### src/hw/rtl/pcxrle_pkg.sv
// Types and constants shared by the PCX run-length decoder modules.
package pcxrle_pkg;

   localparam int BYTE_W      = 8;
   localparam int COUNT_W     = 6;
   localparam int COL_W       = 10;
   localparam int PLANE_W     = 2;
   localparam int LINE_W      = 10;
   localparam int CFG_W       = 11;
   localparam int PC_W        = 3;
   localparam int CSR_INDEX_W = 2;

   localparam logic [BYTE_W-1:0]  RUN_MASK    = 8'hC0;
   localparam logic [BYTE_W-1:0]  COUNT_MASK  = 8'h3F;
   localparam logic [PC_W-1:0]    PLANE_LIMIT = 3'd4;
   localparam int                 COUNTER_SPAN = 1024;

   localparam logic [CFG_W-1:0] PLANE_BYTES_RESET   = 11'd80;
   localparam logic [PC_W-1:0]  PLANE_COUNT_RESET   = 3'd1;
   localparam logic [CFG_W-1:0] VISIBLE_BYTES_RESET = 11'd80;
   localparam logic [CFG_W-1:0] LINE_COUNT_RESET    = 11'd200;

   typedef enum logic [CSR_INDEX_W-1:0] {
      REG_PLANE_BYTES   = 2'd0,
      REG_PLANE_COUNT   = 2'd1,
      REG_VISIBLE_BYTES = 2'd2,
      REG_LINE_COUNT    = 2'd3
   } csr_index_type;

   // Commands from the controller to the datapath.
   typedef struct packed {
      logic load;   // take the accepted request byte
      logic emit;   // produce one result into the output register
   } cmd_type;

   // Status from the datapath to the controller.
   typedef struct packed {
      logic start_run;  // the byte being offered starts a non-empty run
      logic run_done;   // the result being produced now ends the run
   } status_type;

endpackage

### src/hw/rtl/pcxrle_ctrl.sv
// Controller state machine of the PCX run-length decoder.
module pcxrle_ctrl (
   input  logic                   clock,
   input  logic                   reset,
   input  logic                   req_valid,
   output logic                   req_ready,
   output logic                   rsp_valid,
   input  logic                   rsp_ready,
   input  pcxrle_pkg::status_type status,
   output pcxrle_pkg::cmd_type    cmd
);

   typedef enum logic {
      IDLE,
      RUN
   } state_type;

   state_type state_ff, state_in;
   logic      req_ready_ff, req_ready_in;
   logic      rsp_valid_ff, rsp_valid_in;
   logic      out_free;

   assign out_free = !rsp_valid_ff || rsp_ready;

   always_comb begin
      state_in = state_ff;
      cmd      = '0;
      unique case (state_ff)
         IDLE: begin
            if (req_valid) begin
               cmd.load = 1'b1;
               if (status.start_run) begin
                  state_in = RUN;
               end
            end
         end
         RUN: begin
            if (out_free) begin
               cmd.emit = 1'b1;
               if (status.run_done) begin
                  state_in = IDLE;
               end
            end
         end
      endcase
      req_ready_in = (state_in == IDLE);
      if (cmd.emit) begin
         rsp_valid_in = 1'b1;
      end else if (rsp_ready) begin
         rsp_valid_in = 1'b0;
      end else begin
         rsp_valid_in = rsp_valid_ff;
      end
   end

   always_ff @(posedge clock) begin
      if (reset) begin
         state_ff     <= IDLE;
         req_ready_ff <= 1'b1;
         rsp_valid_ff <= 1'b0;
      end else begin
         state_ff     <= state_in;
         req_ready_ff <= req_ready_in;
         rsp_valid_ff <= rsp_valid_in;
      end
   end

   assign req_ready = req_ready_ff;
   assign rsp_valid = rsp_valid_ff;

endmodule

### src/hw/rtl/pcxrle_dp.sv
// Datapath of the PCX run-length decoder: registers, counters and result register.
module pcxrle_dp #(
   parameter int MAX_PLANE_BYTES = 1024,
   parameter int MAX_LINES       = 1024
) (
   input  logic                                   clock,
   input  logic                                   reset,
   input  logic [pcxrle_pkg::BYTE_W-1:0]          req_code_byte,
   input  logic                                   csr_write,
   input  logic [pcxrle_pkg::CSR_INDEX_W-1:0]     csr_index,
   input  logic [pcxrle_pkg::CFG_W-1:0]           csr_wdata,
   input  pcxrle_pkg::cmd_type                    cmd,
   output pcxrle_pkg::status_type                 status,
   output logic [pcxrle_pkg::BYTE_W-1:0]          rsp_pixel_byte,
   output logic [pcxrle_pkg::PLANE_W-1:0]         rsp_plane,
   output logic [pcxrle_pkg::COL_W-1:0]           rsp_column,
   output logic                                   rsp_visible,
   output logic                                   rsp_line_end,
   output logic                                   rsp_image_end,
   output logic                                   rsp_run_last
);

   localparam int PB_CAP = (MAX_PLANE_BYTES < pcxrle_pkg::COUNTER_SPAN) ?
                           MAX_PLANE_BYTES : pcxrle_pkg::COUNTER_SPAN;
   localparam int LC_CAP = (MAX_LINES < pcxrle_pkg::COUNTER_SPAN) ?
                           MAX_LINES : pcxrle_pkg::COUNTER_SPAN;
   localparam logic [pcxrle_pkg::CFG_W-1:0] PB_CAP_V = pcxrle_pkg::CFG_W'(PB_CAP);
   localparam logic [pcxrle_pkg::CFG_W-1:0] LC_CAP_V = pcxrle_pkg::CFG_W'(LC_CAP);

   // Configuration registers.
   logic [pcxrle_pkg::CFG_W-1:0] plane_bytes_ff;
   logic [pcxrle_pkg::PC_W-1:0]  plane_count_ff;
   logic [pcxrle_pkg::CFG_W-1:0] visible_bytes_ff;
   logic [pcxrle_pkg::CFG_W-1:0] line_count_ff;

   // Decoder state.
   logic                           prefix_pending_ff;
   logic [pcxrle_pkg::COUNT_W-1:0] pending_count_ff;
   logic [pcxrle_pkg::COUNT_W-1:0] remaining_ff;
   logic [pcxrle_pkg::BYTE_W-1:0]  run_byte_ff;
   logic [pcxrle_pkg::COL_W-1:0]   column_ff, column_in;
   logic [pcxrle_pkg::PLANE_W-1:0] plane_ff, plane_in;
   logic [pcxrle_pkg::LINE_W-1:0]  line_ff, line_in;

   // Result register.
   logic [pcxrle_pkg::BYTE_W-1:0]  pixel_byte_ff;
   logic [pcxrle_pkg::PLANE_W-1:0] plane_out_ff;
   logic [pcxrle_pkg::COL_W-1:0]   column_out_ff;
   logic                           visible_ff, line_end_ff, image_end_ff, run_last_ff;

   logic [pcxrle_pkg::CFG_W-1:0]   pb_eff, lc_eff;
   logic [pcxrle_pkg::PC_W-1:0]    pc_eff;
   logic [pcxrle_pkg::COL_W-1:0]   col_lim;
   logic [pcxrle_pkg::PLANE_W-1:0] plane_lim;
   logic [pcxrle_pkg::LINE_W-1:0]  line_lim;
   logic col_last, plane_last, line_last, lend, iend, count_last, is_prefix, visible;

   always_comb begin
      if (plane_bytes_ff == '0) begin
         pb_eff = pcxrle_pkg::CFG_W'(1);
      end else if (plane_bytes_ff > PB_CAP_V) begin
         pb_eff = PB_CAP_V;
      end else begin
         pb_eff = plane_bytes_ff;
      end
      if (plane_count_ff == '0) begin
         pc_eff = pcxrle_pkg::PC_W'(1);
      end else if (plane_count_ff > pcxrle_pkg::PLANE_LIMIT) begin
         pc_eff = pcxrle_pkg::PLANE_LIMIT;
      end else begin
         pc_eff = plane_count_ff;
      end
      if (line_count_ff == '0) begin
         lc_eff = pcxrle_pkg::CFG_W'(1);
      end else if (line_count_ff > LC_CAP_V) begin
         lc_eff = LC_CAP_V;
      end else begin
         lc_eff = line_count_ff;
      end
   end

   assign col_lim   = pcxrle_pkg::COL_W'(pb_eff - pcxrle_pkg::CFG_W'(1));
   assign plane_lim = pcxrle_pkg::PLANE_W'(pc_eff - pcxrle_pkg::PC_W'(1));
   assign line_lim  = pcxrle_pkg::LINE_W'(lc_eff - pcxrle_pkg::CFG_W'(1));

   // A counter at or beyond its last position counts as last.
   assign col_last   = column_ff >= col_lim;
   assign plane_last = plane_ff >= plane_lim;
   assign line_last  = line_ff >= line_lim;
   assign lend       = col_last && plane_last;
   assign iend       = lend && line_last;
   assign count_last = remaining_ff == pcxrle_pkg::COUNT_W'(1);
   assign visible    = {1'b0, column_ff} < visible_bytes_ff;

   assign is_prefix = (req_code_byte & pcxrle_pkg::RUN_MASK) == pcxrle_pkg::RUN_MASK;

   assign status.start_run = prefix_pending_ff ? (pending_count_ff != '0) : !is_prefix;
   assign status.run_done  = lend || count_last;

   always_comb begin
      column_in = column_ff + pcxrle_pkg::COL_W'(1);
      plane_in  = plane_ff;
      line_in   = line_ff;
      if (col_last) begin
         column_in = '0;
         if (plane_last) begin
            plane_in = '0;
            line_in  = iend ? '0 : line_ff + pcxrle_pkg::LINE_W'(1);
         end else begin
            plane_in = plane_ff + pcxrle_pkg::PLANE_W'(1);
         end
      end
   end

   always_ff @(posedge clock) begin
      if (reset) begin
         plane_bytes_ff    <= pcxrle_pkg::PLANE_BYTES_RESET;
         plane_count_ff    <= pcxrle_pkg::PLANE_COUNT_RESET;
         visible_bytes_ff  <= pcxrle_pkg::VISIBLE_BYTES_RESET;
         line_count_ff     <= pcxrle_pkg::LINE_COUNT_RESET;
         prefix_pending_ff <= 1'b0;
         pending_count_ff  <= '0;
         remaining_ff      <= '0;
         column_ff         <= '0;
         plane_ff          <= '0;
         line_ff           <= '0;
      end else begin
         if (csr_write) begin
            unique case (pcxrle_pkg::csr_index_type'(csr_index))
               pcxrle_pkg::REG_PLANE_BYTES:   plane_bytes_ff   <= csr_wdata;
               pcxrle_pkg::REG_PLANE_COUNT:   plane_count_ff   <= csr_wdata[pcxrle_pkg::PC_W-1:0];
               pcxrle_pkg::REG_VISIBLE_BYTES: visible_bytes_ff <= csr_wdata;
               pcxrle_pkg::REG_LINE_COUNT:    line_count_ff    <= csr_wdata;
            endcase
         end
         if (cmd.load) begin
            if (prefix_pending_ff) begin
               prefix_pending_ff <= 1'b0;
               pending_count_ff  <= '0;
               remaining_ff      <= pending_count_ff;
            end else if (is_prefix) begin
               prefix_pending_ff <= 1'b1;
               pending_count_ff  <= pcxrle_pkg::COUNT_W'(req_code_byte & pcxrle_pkg::COUNT_MASK);
            end else begin
               remaining_ff <= pcxrle_pkg::COUNT_W'(1);
            end
         end
         if (cmd.emit) begin
            remaining_ff <= remaining_ff - pcxrle_pkg::COUNT_W'(1);
            column_ff    <= column_in;
            plane_ff     <= plane_in;
            line_ff      <= line_in;
         end
      end
   end

   // Payload registers carry no reset.
   always_ff @(posedge clock) begin
      if (cmd.load) begin
         run_byte_ff <= req_code_byte;
      end
      if (cmd.emit) begin
         pixel_byte_ff <= run_byte_ff;
         plane_out_ff  <= plane_ff;
         column_out_ff <= column_ff;
         visible_ff    <= visible;
         line_end_ff   <= lend;
         image_end_ff  <= iend;
         run_last_ff   <= lend || count_last;
      end
   end

   assign rsp_pixel_byte = pixel_byte_ff;
   assign rsp_plane      = plane_out_ff;
   assign rsp_column     = column_out_ff;
   assign rsp_visible    = visible_ff;
   assign rsp_line_end   = line_end_ff;
   assign rsp_image_end  = image_end_ff;
   assign rsp_run_last   = run_last_ff;

endmodule

### src/hw/rtl/pcx_rle_scanline_decoder.sv
// Top level of the PCX run-length scan line decoder.
//
// The request channel takes one byte of a PCX compressed stream per request.
// A byte with both top bits set is a run prefix: it produces no response, and
// the following request byte is repeated as many times as the prefix's low six
// bits say (a count of zero consumes the value byte and produces nothing).
// Any other byte is a literal and produces one response.
// Each response carries the decoded byte, its plane and column in the scan
// line, a visible flag, line end, image end, and run_last on the last response
// caused by a request. A run that reaches a line end stops there.
// A prefix request leaves the decoder idle and ready for the next byte. A
// literal or run value request is accepted in the idle state; the controller
// then issues its responses from the run state, one result per cycle into a
// single output register while that register is free, and takes no new
// request until the run ends. The first response follows the request's entry
// into the run state, and the next request is taken while the last response
// still waits in the output register. When the receiver stalls, the output
// register holds its response and the run pauses. Reset returns the config
// registers to defaults, clears the position counters and any pending prefix;
// payload registers are not reset. The csr_ channel is always ready.
module pcx_rle_scanline_decoder #(
   parameter int MAX_PLANE_BYTES = 1024,
   parameter int MAX_LINES       = 1024
) (
   input  logic                               clock,
   input  logic                               reset,
   input  logic                               req_valid,
   output logic                               req_ready,
   input  logic [pcxrle_pkg::BYTE_W-1:0]      req_code_byte,
   output logic                               rsp_valid,
   input  logic                               rsp_ready,
   output logic [pcxrle_pkg::BYTE_W-1:0]      rsp_pixel_byte,
   output logic [pcxrle_pkg::PLANE_W-1:0]     rsp_plane,
   output logic [pcxrle_pkg::COL_W-1:0]       rsp_column,
   output logic                               rsp_visible,
   output logic                               rsp_line_end,
   output logic                               rsp_image_end,
   output logic                               rsp_run_last,
   input  logic                               csr_valid,
   output logic                               csr_ready,
   input  logic [pcxrle_pkg::CSR_INDEX_W-1:0] csr_index,
   input  logic [pcxrle_pkg::CFG_W-1:0]       csr_wdata
);

   pcxrle_pkg::cmd_type    cmd;
   pcxrle_pkg::status_type status;

   // The user must write registers only while the decoder is idle; the block
   // does not enforce this, and the port accepts every write at once.
   assign csr_ready = 1'b1;

   pcxrle_ctrl u_ctrl (
      .clock     (clock),
      .reset     (reset),
      .req_valid (req_valid),
      .req_ready (req_ready),
      .rsp_valid (rsp_valid),
      .rsp_ready (rsp_ready),
      .status    (status),
      .cmd       (cmd)
   );

   pcxrle_dp #(
      .MAX_PLANE_BYTES (MAX_PLANE_BYTES),
      .MAX_LINES       (MAX_LINES)
   ) u_dp (
      .clock          (clock),
      .reset          (reset),
      .req_code_byte  (req_code_byte),
      .csr_write      (csr_valid && csr_ready),
      .csr_index      (csr_index),
      .csr_wdata      (csr_wdata),
      .cmd            (cmd),
      .status         (status),
      .rsp_pixel_byte (rsp_pixel_byte),
      .rsp_plane      (rsp_plane),
      .rsp_column     (rsp_column),
      .rsp_visible    (rsp_visible),
      .rsp_line_end   (rsp_line_end),
      .rsp_image_end  (rsp_image_end),
      .rsp_run_last   (rsp_run_last)
   );

endmodule

### config.mk
export PLATFORM = sky130hd
export DESIGN_NAME = pcx_rle_scanline_decoder
export DESIGN_NICKNAME = d
export VERILOG_FILES = /design/src/hw/rtl/pcxrle_pkg.sv /design/src/hw/rtl/pcxrle_ctrl.sv /design/src/hw/rtl/pcxrle_dp.sv /design/src/hw/rtl/pcx_rle_scanline_decoder.sv
export SDC_FILE = /design/constraint.sdc
export NUM_CORES = 1
export LEC_CHECK = 0
export CORE_ASPECT_RATIO = 1.2
export CORE_MARGIN = 10
export CORE_UTILIZATION = 44
export CTS_CLUSTER_DIAMETER = 100
export DETAILED_ROUTE_END_ITERATION = 7
export DONT_BUFFER_PORTS = 1
export PLACE_DENSITY = 0.59
export SLEW_MARGIN = 20
export SYNTH_ARGS = -nofsm -noshare
export SYNTH_HDL_FRONTEND = slang
export SYNTH_SLANG_ARGS = --single-unit
### constraint.sdc
create_clock -name clock -period 4.9 [get_ports clock]
set_input_delay 0.735 -clock clock [delete_from_list [all_inputs] [get_ports clock]]
set_output_delay 0.735 -clock clock [all_outputs]
set_load 0.02 [all_outputs]
; ---- After elaboration in Yosys (flattened, before gate mapping)
; Index checks and enable logic that the tools add are counted.
[word_totals]
out_inout_bits = 27
wordCells = 94
ff_bits = 106
[classes]
add_sub_neg = 7
bitwise = 2
eq_ne = 6
n_reduce_logical = 22
order_cmp = 7
mux = 29
[ops]
columns = operator, n
row1 = two-way mux 10 bit, 6
row2 = two-way mux 6 bit, 6
row3 = "> comparator 11 bit, second input constant", 2
row4 = logical NOT 11 bit, 2
row5 = "adder 10 x 1 -> 10 bit, second input constant", 2
row6 = >= comparator 10 bit, 2
row7 = "subtractor 10 x 1 -> 10 bit, second input constant", 2
row8 = AND reduction 2 bit, 7
row9 = two-way mux 1 bit, 13
row10 = less-than comparator 10 x 11 -> 1 bit, 1
row11 = "== test 2 bit, second input constant", 3
row12 = "== test 6 x 1 -> 1 bit, second input constant", 1
row13 = two-way mux 2 bit, 3
row14 = nonzero test 2 bit, 3
row15 = nonzero test 6 bit, 1
row16 = "subtractor 6 x 1 -> 6 bit, second input constant", 1
row17 = "> comparator 3 bit, second input constant", 1
row18 = logical NOT 3 bit, 1
row19 = "!= test 3 x 2 -> 1 bit, second input constant", 1
row20 = AND reduction 3 bit, 1
row21 = "adder 2 x 1 -> 2 bit, second input constant", 1
row22 = "== test 2 x 1 -> 1 bit, second input constant", 1
row23 = >= comparator 2 bit, 1
row24 = logical AND 1 bit, 2
row25 = other kinds (6), 9

; ---- Longest topological paths before layout
; Gate-level depths: netlist of run 1.
[logic_depth]
ltp_word = 11
mapped_depth = 18

; ---- Cells and area by module
; A second synthesis of run 1 with hierarchy kept.
[unflattened]
cells_unflattened = 573
hier_area_um2 = 5248.8
[modules_own_cells]
columns = module, instances, cells_per_inst, seq_area_each_um2, area_each_um2
row1 = pcxrle_dp, 1, 559, 2382.3, 5103.6
row2 = pcxrle_ctrl, 1, 12, 60.1, 133.9
row3 = pcx_rle_scanline_decoder, 1, 2, 0.0, 11.3

; ---- Least setup slack after synthesis of run 1
; Ideal clock, no wire load.
[synth_path]
kind = reg2reg
start = register u_dp.plane_bytes_ff[5] in the netlist's numbering
end = register u_dp.line_ff[4] in the netlist's numbering
stages_incl_launch_ff = 18
required_ps = 4783
path_slack_ps = 1339
t_arrival_ps = 3445
setup_time_ps = 117
cell_sequence = dfxtp_1 -> or3_1 -> nor3_1 -> nand2_1 -> nand2b_1 -> nand2_1 -> ha_1 -> o21a_1 -> nor2b_1 -> o31a_1 -> ha_1 -> nand4_1 -> a211oi_1 -> a2111oi_4 -> a211oi_4 -> buf_6 -> o2bb2ai_1 -> a22o_1
[synth_via]
elab_chain_cells = 8
[synth_rtl]
columns = item, line_no
row1 = from (decl), pcxrle_dp.sv:31  ; logic [pcxrle_pkg::CFG_W-1:0] plane_bytes_ff;
row2 = from (signal assigned), pcxrle_dp.sv:117  ; plane_bytes_ff <= pcxrle_pkg::PLANE_BYTES_RESET;
row3 = from (signal assigned), pcxrle_dp.sv:130  ; pcxrle_pkg::REG_PLANE_BYTES: plane_bytes_ff <= csr_wdata;
row4 = > comparator 11 bit, pcxrle_dp.sv:61  ; end else if (plane_bytes_ff > PB_CAP_V) begin
row5 = two-way mux 10 bit, pcxrle_dp.sv:61
row6 = two-way mux 10 bit (*), pcxrle_dp.sv:59  ; if (plane_bytes_ff == '0) begin
row7 = subtractor 10 x 1 -> 10 bit (*), pcxrle_dp.sv:82  ; assign col_lim = pcxrle_pkg::COL_W'(pb_eff - pcxrle_pkg::CFG_W'(1));
row8 = >= comparator 10 bit (*), pcxrle_dp.sv:87  ; assign col_last = column_ff >= col_lim;
row9 = logical AND 1 bit, pcxrle_dp.sv:90  ; assign lend = col_last && plane_last;
row10 = logical AND 1 bit, pcxrle_dp.sv:91  ; assign iend = lend && line_last;
row11 = two-way mux 10 bit, pcxrle_dp.sv:108  ; line_in = iend ? '0 : line_ff + pcxrle_pkg::LINE_W'(1);
row12 = to (signal assigned), pcxrle_dp.sv:152  ; line_ff <= line_in;
row13 = to (decl), pcxrle_dp.sv:43  ; logic [pcxrle_pkg::LINE_W-1:0] line_ff, line_in;
; Mark *: on every way between the ends. The rest lies on a longest branch, timed or not.
; A chain may end at the register's enable or synchronous reset.

; ---- Final worst setup path of run 1
; Same ends and word-level chain as after synthesis.

==> results of run 1 <==
## registers in the layout (all words and copies together) (netlist names), 2 cells and up
signal,count
u_dp.remaining_ff,6
u_dp.line_ff,10
u_dp.visible_bytes_ff,11
u_dp.plane_ff,2
u_dp.plane_count_ff,3
u_dp.rsp_column,10
u_dp.rsp_plane,2
u_dp.plane_bytes_ff,11
u_dp.run_byte_ff,8
u_dp.column_ff,10
u_dp.line_count_ff,11
u_dp.pending_count_ff,6
u_dp.rsp_pixel_byte,8
## power breakdown
part / total [uW] / internal (uW) / leakage, uW / switching (uW)
clock network: 750 / 406 / 0.000154 / 344
logic: 165 / 63.1 / 0.00109 / 102
registers: 1010 / 957 / 0.000900 / 55.8
## final timing paths
| check | startpoint | endpoint | slack, ps | depth (start not counted) |
|---|---|---|---|---|
| max reg2reg | u_dp.plane_bytes_ff[5]$_SDFFE_PP0P_ | u_dp.line_ff[4]$_SDFFE_PP0P_ | 790 | 16 |
| min | u_dp.run_byte_ff[2]$_DFFE_PP_ | u_dp.rsp_pixel_byte[2]$_DFFE_PP_ | 420 | 0 |
| max | u_dp.plane_bytes_ff[5]$_SDFFE_PP0P_ | u_dp.line_ff[4]$_SDFFE_PP0P_ | 790 | 16 |
| min reg2reg | u_dp.run_byte_ff[2]$_DFFE_PP_ | u_dp.rsp_pixel_byte[2]$_DFFE_PP_ | 420 | 0 |
## placed cells by master, fill, tap and decap left out, drive strengths merged, types with 5 or more instances in the layout
cell    count
nand2      96
dfxtp      74
nor2       48
a21oi      46
ha         37
edfxtp     32
nand3      29
inv        29
o21ai      15
nand2b     11
nor3       11
clkbuf      9
or3         9
xnor2       8
a211oi      8
a31oi       7
xor2        7
nor2b       6
a22oi       6
o211ai      5
and3        5
## worst max-delay path, stage by stage (launching register included)
cell	delay [ps]
dfxtp_1	360
or3_1	420
nor3_1	300
nand2_1	150
nand2b_1	110
nand2_1	80
ha_1	230
o21a_1	160
nor2b_1	140
o31a_1	240
ha_1	290
nand4_1	130
a211oi_1	360
a2111oi_4	90
a211oi_4	570
o2bb2ai_1	130
a22o_1	240
## area by class of cell
class                   count  area (um^2)
fillers                  1107         5950
multi-input cells         419         2610
flip-flops and latches    106         2440
clock buffers               9          225
well taps                 157          196
inverters                  27          101
clock inverters             7         86.3
repair buffers              1         7.51
## metrics by stage
step	instances	total power (uW)	utilization (%)	hold WS, ps
floorplan	573	1160	-	400
global placement	710	1190	46.1	408
detailed placement	710	1200	46.1	407
CTS	726	1950	48.8	424
global route	726	2010	48.8	428
finish	726	1930	48.8	422
## kinds of logic (layout without fill, tap and decap cells)
| group | after synthesis | count (layout) | share of synthesized area [%] |
|---|---|---|---|
| flip-flops | 106 | 106 | 46.5 |
| adder cells (fa/ha/maj) | 37 | 37 | 8.81 |
| multiplexers | 6 | 6 | 1.19 |
| AO/OA/AOI/OAI | 125 | 125 | 16.3 |
| other | 1 | 1 | 0.0714 |
| AND/OR/NAND/NOR | 235 | 235 | 20.7 |
| XOR/XNOR | 15 | 15 | 2.50 |
| buffers and inverters | 48 | 44 | 3.88 |
## per-layer routing
layer  wire length, um  GRT usage [%]
met2              5160           21.5
met3               770           4.90
met5                 0              0
met4               182           4.83
met1              5420           18.0
==> results.ini, run 1 <==
[synthesis]
synth.most_common_cell = nand2_1
post_synth_num_cell_types = 72
synth_seq_cells = 106
synth_ff_type = dfxtp_1
synth_area_leaders = dfxtp_1 (28%), edfxtp_1 (18%), ha_1 (8.8%)
async_flop_share_pct = 0
netlist.area_leader.share_pct = 28.2
syn_nets = 636
synth.top_cells.by_count = nand2_1 (94), dfxtp_1 (74), nor2_1 (48)
avgSynthCellArea_um2 = 9.17
synth_cells = 573
synth_enable_flop_cells = 32
yosysWarnings = 0
yosysTopAreaCell = dfxtp_1
synth_area_um2 = 5250
seq_area_frac_synth_pct = 46.5

[timing]
drv_slew = 0
rsz0062_at_grt = no
setup_viol = 0
finalCriticalPeriod_ps = 4110
period_share_pct = 83.8
hold_viol_final = 0
fmax_ghz = 0.243
setup_tns_ps = 0
fin_skew_ps = 13.4
worst_slew_pin_slew_ps = 806
setup_slack_ps = 793
slew_headroom_pct = 45.8

[detailed_routing]
drt_iter0_markers = 221
first_pass_iters = 7
ant_nets = 0
drt_wl_total_um = 11500
num_vias = 3958
drcViolationCount = 0
via_per_inst = 5.45
wl_per_cell_um = 15.9

[worst_setup_path]
critPathRequiredTime_ps = 5150
crit_path_end_kind = flop
worstSetupPathType = reg -> reg
cp_max_fo = 13
start_kind = flop
arrival_ps = 4360

[power_and_ir_drop]
peakVddDrop_uv = 148
p_leak_uw = 0.00214
pwr_density_cell_nw_per_um2 = 340

[placed_design]
postPlaceCellArea_um2 = 5350
port_buffers = 0
dp_hpwl_um = 8590
dp_slack_ps = 779
gp_congestion = 0.874

[clocking]
clk_pin_slew_ps = 80
cts_tree = built
root_buffer = clkbuf_16
cts_buffers = 9
cts_htree_levels = 3
postCtsSetupRepairBufs = 0
cts_sinks = 106
holdBufCountCts = 0
cts_resized = 0
clockBufferDepth = 2
clk_latency_ps = 360

[die]
rows = 43
coreArea_um2 = 11600
die_w_um = 120
die_y_um = 140
io_pins = 53
start_util_pct = 45.2
die_area_um2 = 16700

[global_routing]
grt_pass1_vias = 3860
grt_overflow = 0
grt_max_degree = 62
grt_pass1_wl_um = 19400
grt_antenna_before_repair = 0
grt_util_all_layers_pct = 14.1

[cells_and_area]
layout-drive-gt1-share_pct = 5.98
final_nets = 627
antenna_cells = 0
final_cell_area_um2 = 5670
synthToLayoutAreaGrowth_pct = 7.96

[job]
drv_cap = 0

[run_status]
status = completed

[hold_path]
hold_class = reg -> reg

No activity file was read; power rests on OpenSTA's default activity.
==> inputs of run 2 (changes only) <==
clock period = 3.8 ns   (was 4.9 ns; I/O delays follow)
==> results.ini, run 2 (synthesis results as in run 1) <==
[timing]
fin_skew_ps = 7.55
setup_slack_ps = 187
finalCriticalPeriod_ps = 3610
fmax_ghz = 0.277
drv_slew = 0
worst_slew_pin_slew_ps = 779
hold_viol_final = 0
period_share_pct = 95.1
slew_headroom_pct = 47.7
setup_viol = 0

[cells_and_area]
final_nets = 636
largest_registers = u_dp.line_count_ff x11, u_dp.plane_bytes_ff x11, u_dp.visible_bytes_ff x11
antenna_cells = 0
layout-drive-gt1-share_pct = 9.00
synthToLayoutAreaGrowth_pct = 10.0
final_common_cell = nand2_1
num-fill-cells = 1126
final_cell_mix = nand2_1 (93), dfxtp_1 (73), nor2_1 (47)

[clocking]
holdBufCountCts = 0
root_buffer = clkbuf_16
cts_sinks = 106
clockBufferDepth = 2
cts_tree = built
clk_pin_slew_ps = 70
cts_buffers = 9
clk_latency_ps = 350
cts_htree_levels = 3

[worst_setup_path]
critPathRequiredTime_ps = 4040
crit_path_end_kind = flop
r2r-start = u_dp.plane_bytes_ff[5]$_SDFFE_PP0P_
worstSetupPathType = reg -> reg
cp_max_fo = 7
arrival_ps = 3850
critPathLaunch = u_dp.plane_bytes_ff[5]$_SDFFE_PP0P_
start_kind = flop
worstRegToRegCells = 16

[die]
die_area_um2 = 16700
io_pins = 53
die_w_um = 120
coreArea_um2 = 11600
die_y_um = 140
rows = 43
start_util_pct = 45.2

[global_routing]
grt_util_all_layers_pct = 14.1
grt_antenna_before_repair = 0
grt_pass1_vias = 3935
grt_overflow = 0
grt_max_degree = 62
grt_pass1_wl_um = 19600

[hold_path]
worstHoldPathCells = 1
hold_path.startpoint = reset
hold_class = in -> reg

[power_and_ir_drop]
peakVddDrop_uv = 207
total_power_uw = 2480
p_leak_uw = 0.00219
pwr_density_cell_nw_per_um2 = 428

[detailed_routing]
drt_wl_total_um = 11800
via_per_inst = 5.49
num_vias = 4038
drcViolationCount = 0
drt_iter0_markers = 230
wl_per_cell_um = 16.1
ant_nets = 0
first_pass_iters = 5

[job]
drv_cap = 0

[run_status]
status = completed

[placed_design]
dp_slack_ps = -28.4
gp_congestion = 0.836
port_buffers = 0
dp_hpwl_um = 8740

==> run 2: report_power, final <==
| part | switching [uW] | leakage [uW] | total, uW | internal, uW |
|---|---|---|---|---|
| Sequential | 72.6 | 0.000900 | 1310 | 1230 |
| Clock | 427 | 0.000142 | 948 | 521 |
| Combinational | 134 | 0.00115 | 221 | 86.7 |
==> run 2: through the flow <==
step | area, um^2 | std cells | setup TNS [ps] | utilization, % | hold slack, ps
after floorplan | 5250 | 573 | 0 | - | 400
after global placement | 5410 | 717 | 0 | 46.5 | 405
after detailed placement | 5410 | 717 | -41.6 | 46.5 | 407
after CTS | 5720 | 733 | 0 | 49.2 | 278
after global routing | 5780 | 735 | -1.01 | 49.7 | 287
final | 5780 | 735 | 0 | 49.7 | 311
==> run 2: critical path, stage by stage, from the launching register on <==
cell and delay, ps:
dfxtp_2 350, or3_4 410, nor3_4 150, nand2_2 100, nand2b_1 80, nand2_1 80
ha_2 200, o21a_2 150, nor2b_1 130, o31a_1 250, ha_1 300, nand4_1 130
or3_4 380, a211oi_4 310, buf_6 170, o2bb2ai_1 70, a22o_1 240
==> run 2: final timing paths <==
path	end	slack, ps
worst max-delay path	u_dp.line_ff[5]$_SDFFE_PP0P_	190
worst min-delay path	u_dp.line_ff[7]$_SDFFE_PP0P_	310
worst max register to register	u_dp.line_ff[5]$_SDFFE_PP0P_	190
worst min register to register	u_dp.rsp_pixel_byte[7]$_DFFE_PP_	420
==> run 2: layer usage <==
| metal | share of wire (%) | routed length (um) | vias up | GRT usage, % |
|---|---|---|---|---|
| li1 | - | - | 2039 | - |
| met1 | 46 | 5400 | 1895 | 17.7 |
| met2 | 46 | 5480 | 89 | 22.2 |
| met3 | 6.4 | 752 | 15 | 4.17 |
| met4 | 1.4 | 171 | 0 | 5.41 |
| met5 | 0 | 0 | - | 0 |
==> run 2: cell type report <==
cell class                 count  area [um^2]  share of cell area, %
clock buffer                  10          229                   3.96
multi-input combinational    419         2660                   46.0
inverter                      27          101                   1.75
sequential                   106         2440                   42.3
tap                          157          196                   3.40
clock inverter                 6         73.8                   1.28
timing repair buffer          10         76.3                   1.32
==> run 2: repair_timing <==
action	CTS	global route
endpoints found under the setup margin	5	23
pin swaps	0	3
buffers inserted	0	1
gates resized for setup	2	11
cloned	0	1
